===== config.mk =====
export PLATFORM = sky130hd
export DESIGN_NAME = lru_key_value_cache
export DESIGN_NICKNAME = d
export VERILOG_FILES = /design/src/sv/lkv_pkg.sv /design/src/sv/lkv_match.sv /design/src/sv/lkv_store.sv /design/src/sv/lru_key_value_cache.sv
export SDC_FILE = /design/constraint.sdc
export NUM_CORES = 2
export LEC_CHECK = 0
export BUFFER_PORTS_ARGS = -buffer_cell sky130_fd_sc_hd__buf_2
export CAP_MARGIN = 20
export CORE_UTILIZATION = 45
export CTS_CLUSTER_DIAMETER = 100
export DETAILED_ROUTE_END_ITERATION = 10
export GPL_ROUTABILITY_DRIVEN = 0
export HOLD_SLACK_MARGIN = 0.15
export SLEW_MARGIN = 40
export SYNTH_ARGS = -nofsm -noshare
export SYNTH_HDL_FRONTEND = slang
export SYNTH_SLANG_ARGS = --single-unit

===== constraint.sdc =====
create_clock -name i_clk -period 30.8 [get_ports i_clk]
set_input_delay 4.62 -clock i_clk [delete_from_list [all_inputs] [get_ports i_clk]]
set_output_delay 4.62 -clock i_clk [all_outputs]
set_load 0.05 [all_outputs]

===== src/sv/lkv_pkg.sv =====
`timescale 1ns / 1ps
`default_nettype none
// ----------------------------------------------------------------------------
// lkv_pkg
// Shared types, sizes and request codes of the LRU key-value cache.
// ----------------------------------------------------------------------------
package lkv_pkg;

    localparam int ENTRIES    = 16;
    localparam int KEY_BITS   = 32;
    localparam int VALUE_BITS = 32;
    localparam int IDX_W      = $clog2(ENTRIES);
    localparam int RANK_W     = $clog2(ENTRIES);
    localparam int CNT_W      = $clog2(ENTRIES + 1);
    localparam int CFG_W      = 5;
    localparam int REQ_W      = 2;

    localparam logic [REQ_W-1:0] REQ_SET    = 2'd0;
    localparam logic [REQ_W-1:0] REQ_GET    = 2'd1;
    localparam logic [REQ_W-1:0] REQ_REMOVE = 2'd2;

    localparam logic STATUS_OK       = 1'b0;
    localparam logic STATUS_NOTFOUND = 1'b1;

    typedef logic [ENTRIES-1:0]    t_slot_vec;
    typedef logic [IDX_W-1:0]      t_idx;
    typedef logic [RANK_W-1:0]     t_rank;
    typedef logic [CNT_W-1:0]      t_count;
    typedef logic [KEY_BITS-1:0]   t_key;
    typedef logic [VALUE_BITS-1:0] t_value;

    typedef struct packed {
        logic [REQ_W-1:0]      req_type;
        logic [KEY_BITS-1:0]   key;
        logic [VALUE_BITS-1:0] value;
    } t_req;

    typedef struct packed {
        logic                  status;
        logic [VALUE_BITS-1:0] read_value;
        logic                  evicted;
        logic [KEY_BITS-1:0]   evicted_key;
        logic [VALUE_BITS-1:0] evicted_value;
        logic [CNT_W-1:0]      entry_count;
    } t_result;

    typedef struct packed {
        logic hit;
        t_idx idx;
    } t_match;

    // Lowest set bit of a slot vector; zero when none is set.
    function automatic t_idx first_idx(input t_slot_vec v);
        t_idx r;
        r = '0;
        for (int i = ENTRIES - 1; i >= 0; i--) begin
            if (v[i]) begin
                r = t_idx'(i);
            end
        end
        return r;
    endfunction

endpackage
`default_nettype wire


===== src/sv/lkv_match.sv =====
`timescale 1ns / 1ps
`default_nettype none
// ----------------------------------------------------------------------------
// lkv_match
// Compares the request key with every valid slot in parallel.
// ----------------------------------------------------------------------------
module lkv_match (
    input  lkv_pkg::t_key      i_key,
    input  lkv_pkg::t_slot_vec i_slot_valid,
    input  lkv_pkg::t_key      i_slot_key [lkv_pkg::ENTRIES],
    output lkv_pkg::t_match    o_match
);
    import lkv_pkg::*;

    t_slot_vec hit_vec;

    always_comb begin
        for (int i = 0; i < ENTRIES; i++) begin
            hit_vec[i] = i_slot_valid[i] && (i_slot_key[i] == i_key);
        end
        o_match.hit = |hit_vec;
        o_match.idx = first_idx(hit_vec);
    end

endmodule
`default_nettype wire


===== src/sv/lkv_store.sv =====
`timescale 1ns / 1ps
`default_nettype none
// ----------------------------------------------------------------------------
// lkv_store
// Slot state (valid, key, value, recency rank, count) and its update for
// one request per cycle. Rank 0 is the most recently used slot.
// ----------------------------------------------------------------------------
module lkv_store (
    input  logic                    i_clk,
    input  logic                    i_rst_n,
    input  logic                    i_cfg_we,
    input  logic [lkv_pkg::CFG_W-1:0] i_cfg_wdata,
    input  logic                    i_valid,
    input  lkv_pkg::t_req           i_req,
    input  lkv_pkg::t_match         i_match,
    output lkv_pkg::t_slot_vec      o_slot_valid,
    output lkv_pkg::t_key           o_slot_key [lkv_pkg::ENTRIES],
    output lkv_pkg::t_result        o_result
);
    import lkv_pkg::*;

    logic [CFG_W-1:0] r_max_entries;
    t_slot_vec        r_valid;
    t_key             r_key   [ENTRIES];
    t_value           r_value [ENTRIES];
    t_rank            r_rank  [ENTRIES];
    t_count           r_count;

    t_slot_vec n_valid;
    t_rank     n_rank [ENTRIES];
    t_count    n_count;
    logic      n_wr_en;
    t_idx      n_wr_idx;

    t_count    cap;
    logic      is_set, is_get, is_rem, drop;
    t_rank     hit_rank;
    t_slot_vec drop_oh, valid1, valid2, lru_vec, evict_oh;
    t_rank     rank1 [ENTRIES];
    t_count    count1, count2, lru_rank;
    logic      evict;
    t_idx      lru_idx, free_idx, rd_idx;

    assign o_slot_valid = r_valid;
    assign o_slot_key   = r_key;

    always_comb begin
        // Capacity in use, clamped to 1..ENTRIES
        if (r_max_entries == '0) begin
            cap = t_count'(1);
        end else if (int'(r_max_entries) > ENTRIES) begin
            cap = t_count'(ENTRIES);
        end else begin
            cap = t_count'(r_max_entries);
        end

        is_set   = (i_req.req_type == REQ_SET);
        is_get   = (i_req.req_type == REQ_GET);
        is_rem   = (i_req.req_type == REQ_REMOVE);
        hit_rank = r_rank[i_match.idx];

        // Drop of the matching slot (set and remove)
        drop    = i_match.hit && (is_set || is_rem);
        drop_oh = drop ? (t_slot_vec'(1) << i_match.idx) : '0;
        valid1  = r_valid & ~drop_oh;
        count1  = r_count - t_count'(drop);
        for (int i = 0; i < ENTRIES; i++) begin
            rank1[i] = (drop && r_valid[i] && r_rank[i] > hit_rank)
                       ? r_rank[i] - t_rank'(1) : r_rank[i];
        end

        // LRU eviction when the set would overflow the capacity
        lru_rank = count1 - t_count'(1);
        for (int i = 0; i < ENTRIES; i++) begin
            lru_vec[i] = valid1[i] && (t_count'(rank1[i]) == lru_rank);
        end
        lru_idx  = first_idx(lru_vec);
        evict    = is_set && (count1 >= cap) && (|lru_vec);
        evict_oh = evict ? (t_slot_vec'(1) << lru_idx) : '0;
        valid2   = valid1 & ~evict_oh;
        count2   = count1 - t_count'(evict);
        free_idx = first_idx(~valid2);

        n_valid  = r_valid;
        n_count  = r_count;
        n_wr_en  = 1'b0;
        n_wr_idx = free_idx;
        for (int i = 0; i < ENTRIES; i++) begin
            n_rank[i] = r_rank[i];
        end

        if (is_set) begin
            n_valid = valid2 | (t_slot_vec'(1) << free_idx);
            n_count = count2 + t_count'(1);
            n_wr_en = 1'b1;
            for (int i = 0; i < ENTRIES; i++) begin
                n_rank[i] = valid2[i] ? rank1[i] + t_rank'(1) : '0;
            end
        end else if (is_get && i_match.hit) begin
            for (int i = 0; i < ENTRIES; i++) begin
                n_rank[i] = (r_valid[i] && r_rank[i] < hit_rank)
                            ? r_rank[i] + t_rank'(1) : r_rank[i];
            end
            n_rank[i_match.idx] = '0;
        end else if (is_rem && i_match.hit) begin
            n_valid = valid1;
            n_count = count1;
            for (int i = 0; i < ENTRIES; i++) begin
                n_rank[i] = rank1[i];
            end
        end

        // One value read per request: the hit slot, or the LRU slot on a set
        rd_idx = is_set ? lru_idx : i_match.idx;

        o_result.status        = ((is_get || is_rem) && !i_match.hit)
                                 ? STATUS_NOTFOUND : STATUS_OK;
        o_result.read_value    = (is_get && i_match.hit) ? r_value[rd_idx] : '0;
        o_result.evicted       = evict;
        o_result.evicted_key   = evict ? r_key[lru_idx] : '0;
        o_result.evicted_value = evict ? r_value[rd_idx] : '0;
        o_result.entry_count   = n_count;
    end

    always_ff @(posedge i_clk) begin
        if (!i_rst_n) begin
            r_max_entries <= CFG_W'(ENTRIES);
            r_valid       <= '0;
            r_count       <= '0;
            for (int i = 0; i < ENTRIES; i++) begin
                r_rank[i] <= '0;
            end
        end else begin
            if (i_cfg_we) begin
                r_max_entries <= i_cfg_wdata;
            end
            if (i_valid) begin
                r_valid <= n_valid;
                r_count <= n_count;
                for (int i = 0; i < ENTRIES; i++) begin
                    r_rank[i] <= n_rank[i];
                end
            end
        end
    end

    // Slot payload, no reset
    always_ff @(posedge i_clk) begin
        if (i_valid && n_wr_en) begin
            r_key[n_wr_idx]   <= i_req.key;
            r_value[n_wr_idx] <= i_req.value;
        end
    end

endmodule
`default_nettype wire


===== src/sv/lru_key_value_cache.sv =====
`timescale 1ns / 1ps
`default_nettype none
// ----------------------------------------------------------------------------
// lru_key_value_cache
// Fully associative key-value cache, 16 slots, least-recently-used eviction.
// ----------------------------------------------------------------------------
// Usage:
//   Request channel: drive i_req (req_type, key, value) and raise start.
//   A beat is taken at each rising edge with start high and busy low.
//   busy is low whenever reset is released, so one beat per cycle.
//   Result channel: o_result is shown for exactly one cycle with
//   o_result_valid high; the receiver cannot stall it. Results come out
//   in request order, one per request.
//   A taken request is held in the request register, processed by
//   the match/update logic, and its result is captured in the result
//   register that drives o_result. Throughput is one request per cycle: the
//   key match over all slots and the rank update are one combinational
//   pass between the request register and the result register.
//   Config: i_cfg_we/i_cfg_wdata write max_entries (0 acts as 1, values
//   above 16 act as 16). Write only while no request is in flight.
//   Reset (synchronous, active low): all slots invalid, count zero,
//   max_entries 16; busy is high while reset is held.
// ----------------------------------------------------------------------------
module lru_key_value_cache (
    input  logic                      i_clk,
    input  logic                      i_rst_n,
    input  logic                      start,
    output logic                      busy,
    input  lkv_pkg::t_req             i_req,
    output logic                      o_result_valid,
    output lkv_pkg::t_result          o_result,
    input  logic                      i_cfg_we,
    input  logic [lkv_pkg::CFG_W-1:0] i_cfg_wdata
);
    import lkv_pkg::*;

    // Request register
    logic      r_req_valid;
    t_req      r_req;
    // Result register
    logic      r_out_valid;
    t_result   r_result;

    t_match    match;
    t_slot_vec slot_valid;
    t_key      slot_key [ENTRIES];
    t_result   result;

    assign busy = ~i_rst_n;

    always_ff @(posedge i_clk) begin
        if (!i_rst_n) begin
            r_req_valid <= 1'b0;
            r_out_valid <= 1'b0;
        end else begin
            r_req_valid <= start;
            r_out_valid <= r_req_valid;
        end
    end

    always_ff @(posedge i_clk) begin
        if (start && !busy) begin
            r_req <= i_req;
        end
        if (r_req_valid) begin
            r_result <= result;
        end
    end

    // Parallel key compare against all valid slots
    lkv_match u_match (
        .i_key        (r_req.key),
        .i_slot_valid (slot_valid),
        .i_slot_key   (slot_key),
        .o_match      (match)
    );

    // Slot state, LRU ranks, eviction and result fields
    lkv_store u_store (
        .i_clk        (i_clk),
        .i_rst_n      (i_rst_n),
        .i_cfg_we     (i_cfg_we),
        .i_cfg_wdata  (i_cfg_wdata),
        .i_valid      (r_req_valid),
        .i_req        (r_req),
        .i_match      (match),
        .o_slot_valid (slot_valid),
        .o_slot_key   (slot_key),
        .o_result     (result)
    );

    assign o_result_valid = r_out_valid;
    assign o_result       = r_result;

endmodule
`default_nettype wire


==> flow_metrics.tcl <==
set metrics [dict create \
    result_of_the_run "completed" \
    power_frac_seq_pct 50.4 \
    cts.clk_slew.worst_paths_ns 0.06 \
    final_design_area_no_fill_um2 75200 \
    dpl-instance-area_um2 70700 \
    route.vias.total 52900 \
    postSynthCellCount 5980 \
    route.antenna.remaining_nets 0 \
    grt_max_degree 193 \
    worstSetupStartpointType "flop" \
    synth_enable_flop_cells 1257 \
    grt_setup_unrepaired "no" \
    stdcell_count 8098 \
    yosysMostFrequentCell "edfxtp_1" \
    start_util_pct 45.3 \
    cts.sink_count 1285 \
    vdd_drop_max_uv 46.9 \
    numCtsBuffers 139 \
    clk_root_buffer_cell "clkbuf_16" \
    core_region_area_um2 148000 \
    power.share.combinational_pct 7.6 \
    syn_to_final_growth_pct 12.1 \
    clock_path_buffers 3 \
    grt_overflow_total 0 \
    maxCapViolCount 0 \
    die_width_um 388 \
    worst-path-max-fanout 75 \
    post_layout_util_pct 50.8 \
    max_slew_margin_pct 31.8 \
    path_delay_family "simple AND/OR/NAND/NOR gates" \
    total_switching_power_uw 963 \
    post_cts_resized 0 \
    fillerInstances 13100 \
    postCtsSetupRepairBufs 0 \
    synthArstFlopShare_pct 0 \
    count_of_standard_cell_rows 141 \
    antenna_found_initial 9 \
    clock_power_share_pct 42.0 \
    routedWlPerCell_um 30.5 \
    netSwitchingFraction_pct 24.5 \
    most_instantiated_flip_flop_cell_in_the_synthesis_netlist "edfxtp_1" \
    critical_path.endpoint_type "flop" \
    viasPerCell 6.53 \
    tightestPinTransition_ns 1.02 \
    timing_worst_setup_path_type "flop to flop" \
    die_height_um 388 \
    synthDistinctLibCells 110 \
    detail_route.first_pass.iterations 10 \
    layout.area.seq_um2 38300 \
    htree_num_levels 4 \
    place_ws_ns 18.37 \
    synth_top_area_share_pct 56.3 \
    worstPathBufferInverterCount 6 \
    internal_power_mw 2.96 \
    grt_usage_pct 31.8 \
    static_leakage_nw 25.3 \
    synthesis.area_per_instance_um2 11.2 \
    numPortBuffers 179 \
    drtIter0Drc 8367 \
    fin_crit_sh_pct 42.8 \
    number_of_global_route_vias_before_repair 48700 \
    netlist.top_cell.by_area "edfxtp_1" \
    setup-tns-final_ns 0 \
    finalWorstPathRequiredPeriod_ns 13.19 \
    power.total_mw 3.93 \
    max_stage_delay_ns 0.86 \
    final_max_slew_violation_count 0 \
    setup_viol 0 \
    timing.final.hold_violations 0 \
    worstHoldPathType "flop to flop" \
    yosys_warnings 0 \
    design.die.area_um2 151000 \
    grt_pass1_wl_mm 349 \
    drc_errors 0 \
    place.detailed.hpwl_mm 164 \
    skew_ns 0.0416 \
    final_layout_size_suffix_gt1_share_pct 10.6 \
    synth_area_um2 67000 \
    mappedNetlistNets 6184 \
    ranking_of_synthesized_cells_by_area "edfxtp_1 (56%), nand2_1 (5.2%), xor2_1 (4.8%)" \
    clock_tree_from_tritoncts "built" \
    postSynthRegisterBits 1285 \
    skew_pair_late_insertion_delay_ns 0.81 \
    sequential_cell_area_fraction_in_the_yosys_report_pct 57.1 \
    layout_nets 6259 \
    routed_wl_mm 247 \
    fmaxAchievable_ghz 0.0758 \
    finalHoldWorstSlack_ns 0.500 \
    synth_top_cells_by_count "edfxtp_1 (1,257), nand2_1 (931), xor2_1 (366)" \
    placedCellCount 7840 \
    area_occupied_by_multi_input_gates_um2 27300 \
    worst_path_max_delay_cell "xnor2_1" \
    power-per-cell-area_nw_per_um2 52.3 \
    arrival_ns 13.69 \
    worst_slack_ns 17.61 \
    io_pins 180 \
    worstPathRequired_ns 31.30 \
    cts_hold_repair.buffers 0 \
]
## cell type report
cell class                      instances  share of cell area [%]
Clock buffer                          175                    4.92
Timing Repair Buffer                  328                    3.12
Clock inverter                         77                   0.945
Antenna cell                            2                 0.00666
Sequential cell                      1285                    51.0
Tap cell                             1930                    3.21
Multi-Input combinational cell       4194                    36.3
Inverter                              107                   0.541
## sequential cells by signal, summed over array words and instances (netlist names)
signal / flops
u_store.o_slot_key: 512
r_req_valid: 1
u_store.r_rank: 64
u_store.r_value: 512
u_store.o_slot_valid: 16
u_store.r_count: 5
o_result: 103
r_req: 66
u_store.r_max_entries: 5
o_result_valid: 1
## cells in the final DEF, fill, tap and decap left out, types with 31 or more instances in the layout
cell type  netlist  layout
edfxtp_1      1257    1257
nand2_1        931     927
xor2_1         366     365
nand3_1        348     348
xnor2_1        317     313
nor2_1         284     269
buf_2           72     179
a31oi_1        167     164
clkbuf_16        0     142
nor4_1         147     136
a221oi_1       137     135
nand4_1        134     134
a21oi_1        133     128
ha_1           129     128
o21ai_0        127     125
buf_4            8     114
o22ai_1        105     105
inv_1          104     103
a211oi_1       102      99
and2_1          87      86
nor3_1          85      83
a311oi_1        73      73
nand2b_1        57      57
mux2i_1         38      38
clkinv_1         2      34
or4_1           32      31
clkbuf_1       283      31
## per-layer routing
| layer | GRT usage [%] | wire length, um | vias to the layer above |
|---|---|---|---|
| li1 | - | - | 22600 |
| met1 | 43.4 | 97500 | 25900 |
| met2 | 44.3 | 101000 | 3643 |
| met3 | 12.4 | 34200 | 722 |
| met4 | 14.9 | 13700 | 14 |
| met5 | 0.255 | 131 | - |
## tightest hold or removal path, stage by stage (launching register included)
cell and delay [ns]:
dfxtp_1 0.32, mux2i_1 0.07, nor2_1 0.07
## final timing paths
check	from	to	slack (ns)	depth (start not counted)
worst min register to register	u_store.r_max_entries[0]$_SDFFE_PN0P_	u_store.r_max_entries[0]$_SDFFE_PN0P_	0.50	2
worst min-delay path	u_store.r_max_entries[0]$_SDFFE_PN0P_	u_store.r_max_entries[0]$_SDFFE_PN0P_	0.50	2
worst max-delay path	r_req[39]$_DFFE_PP_	o_result[39]$_SDFFCE_PN0P_	17.61	34
worst max register to register	r_req[39]$_DFFE_PP_	o_result[39]$_SDFFCE_PN0P_	17.61	34
## power by group through the flow
stage | clock network, mW | registers [mW] | logic, mW
finish | 1.65 | 1.98 | 0.299
global route | 1.73 | 1.98 | 0.311
CTS | 1.67 | 1.98 | 0.285
detailed placement | 0 | 2.01 | 0.284
global placement | 0 | 2.01 | 0.281
floorplan | 0 | 2.02 | 0.165
## cell families (layout without fill, tap and decap cells)
group,count (synthesis),after routing,share of synthesized area (%)
DFF,1285,1285,57.1
adders and majority gates,129,129,2.41
buffers and inverters,501,687,3.00
other,0,2,0
AOI/OAI and AO/OA,1040,1040,11.0
and+or+nand+nor,2290,2290,16.5
xor gates and xnor gates,691,691,9.19
muxes,44,44,0.674
(Power assumes the default switching activity.)
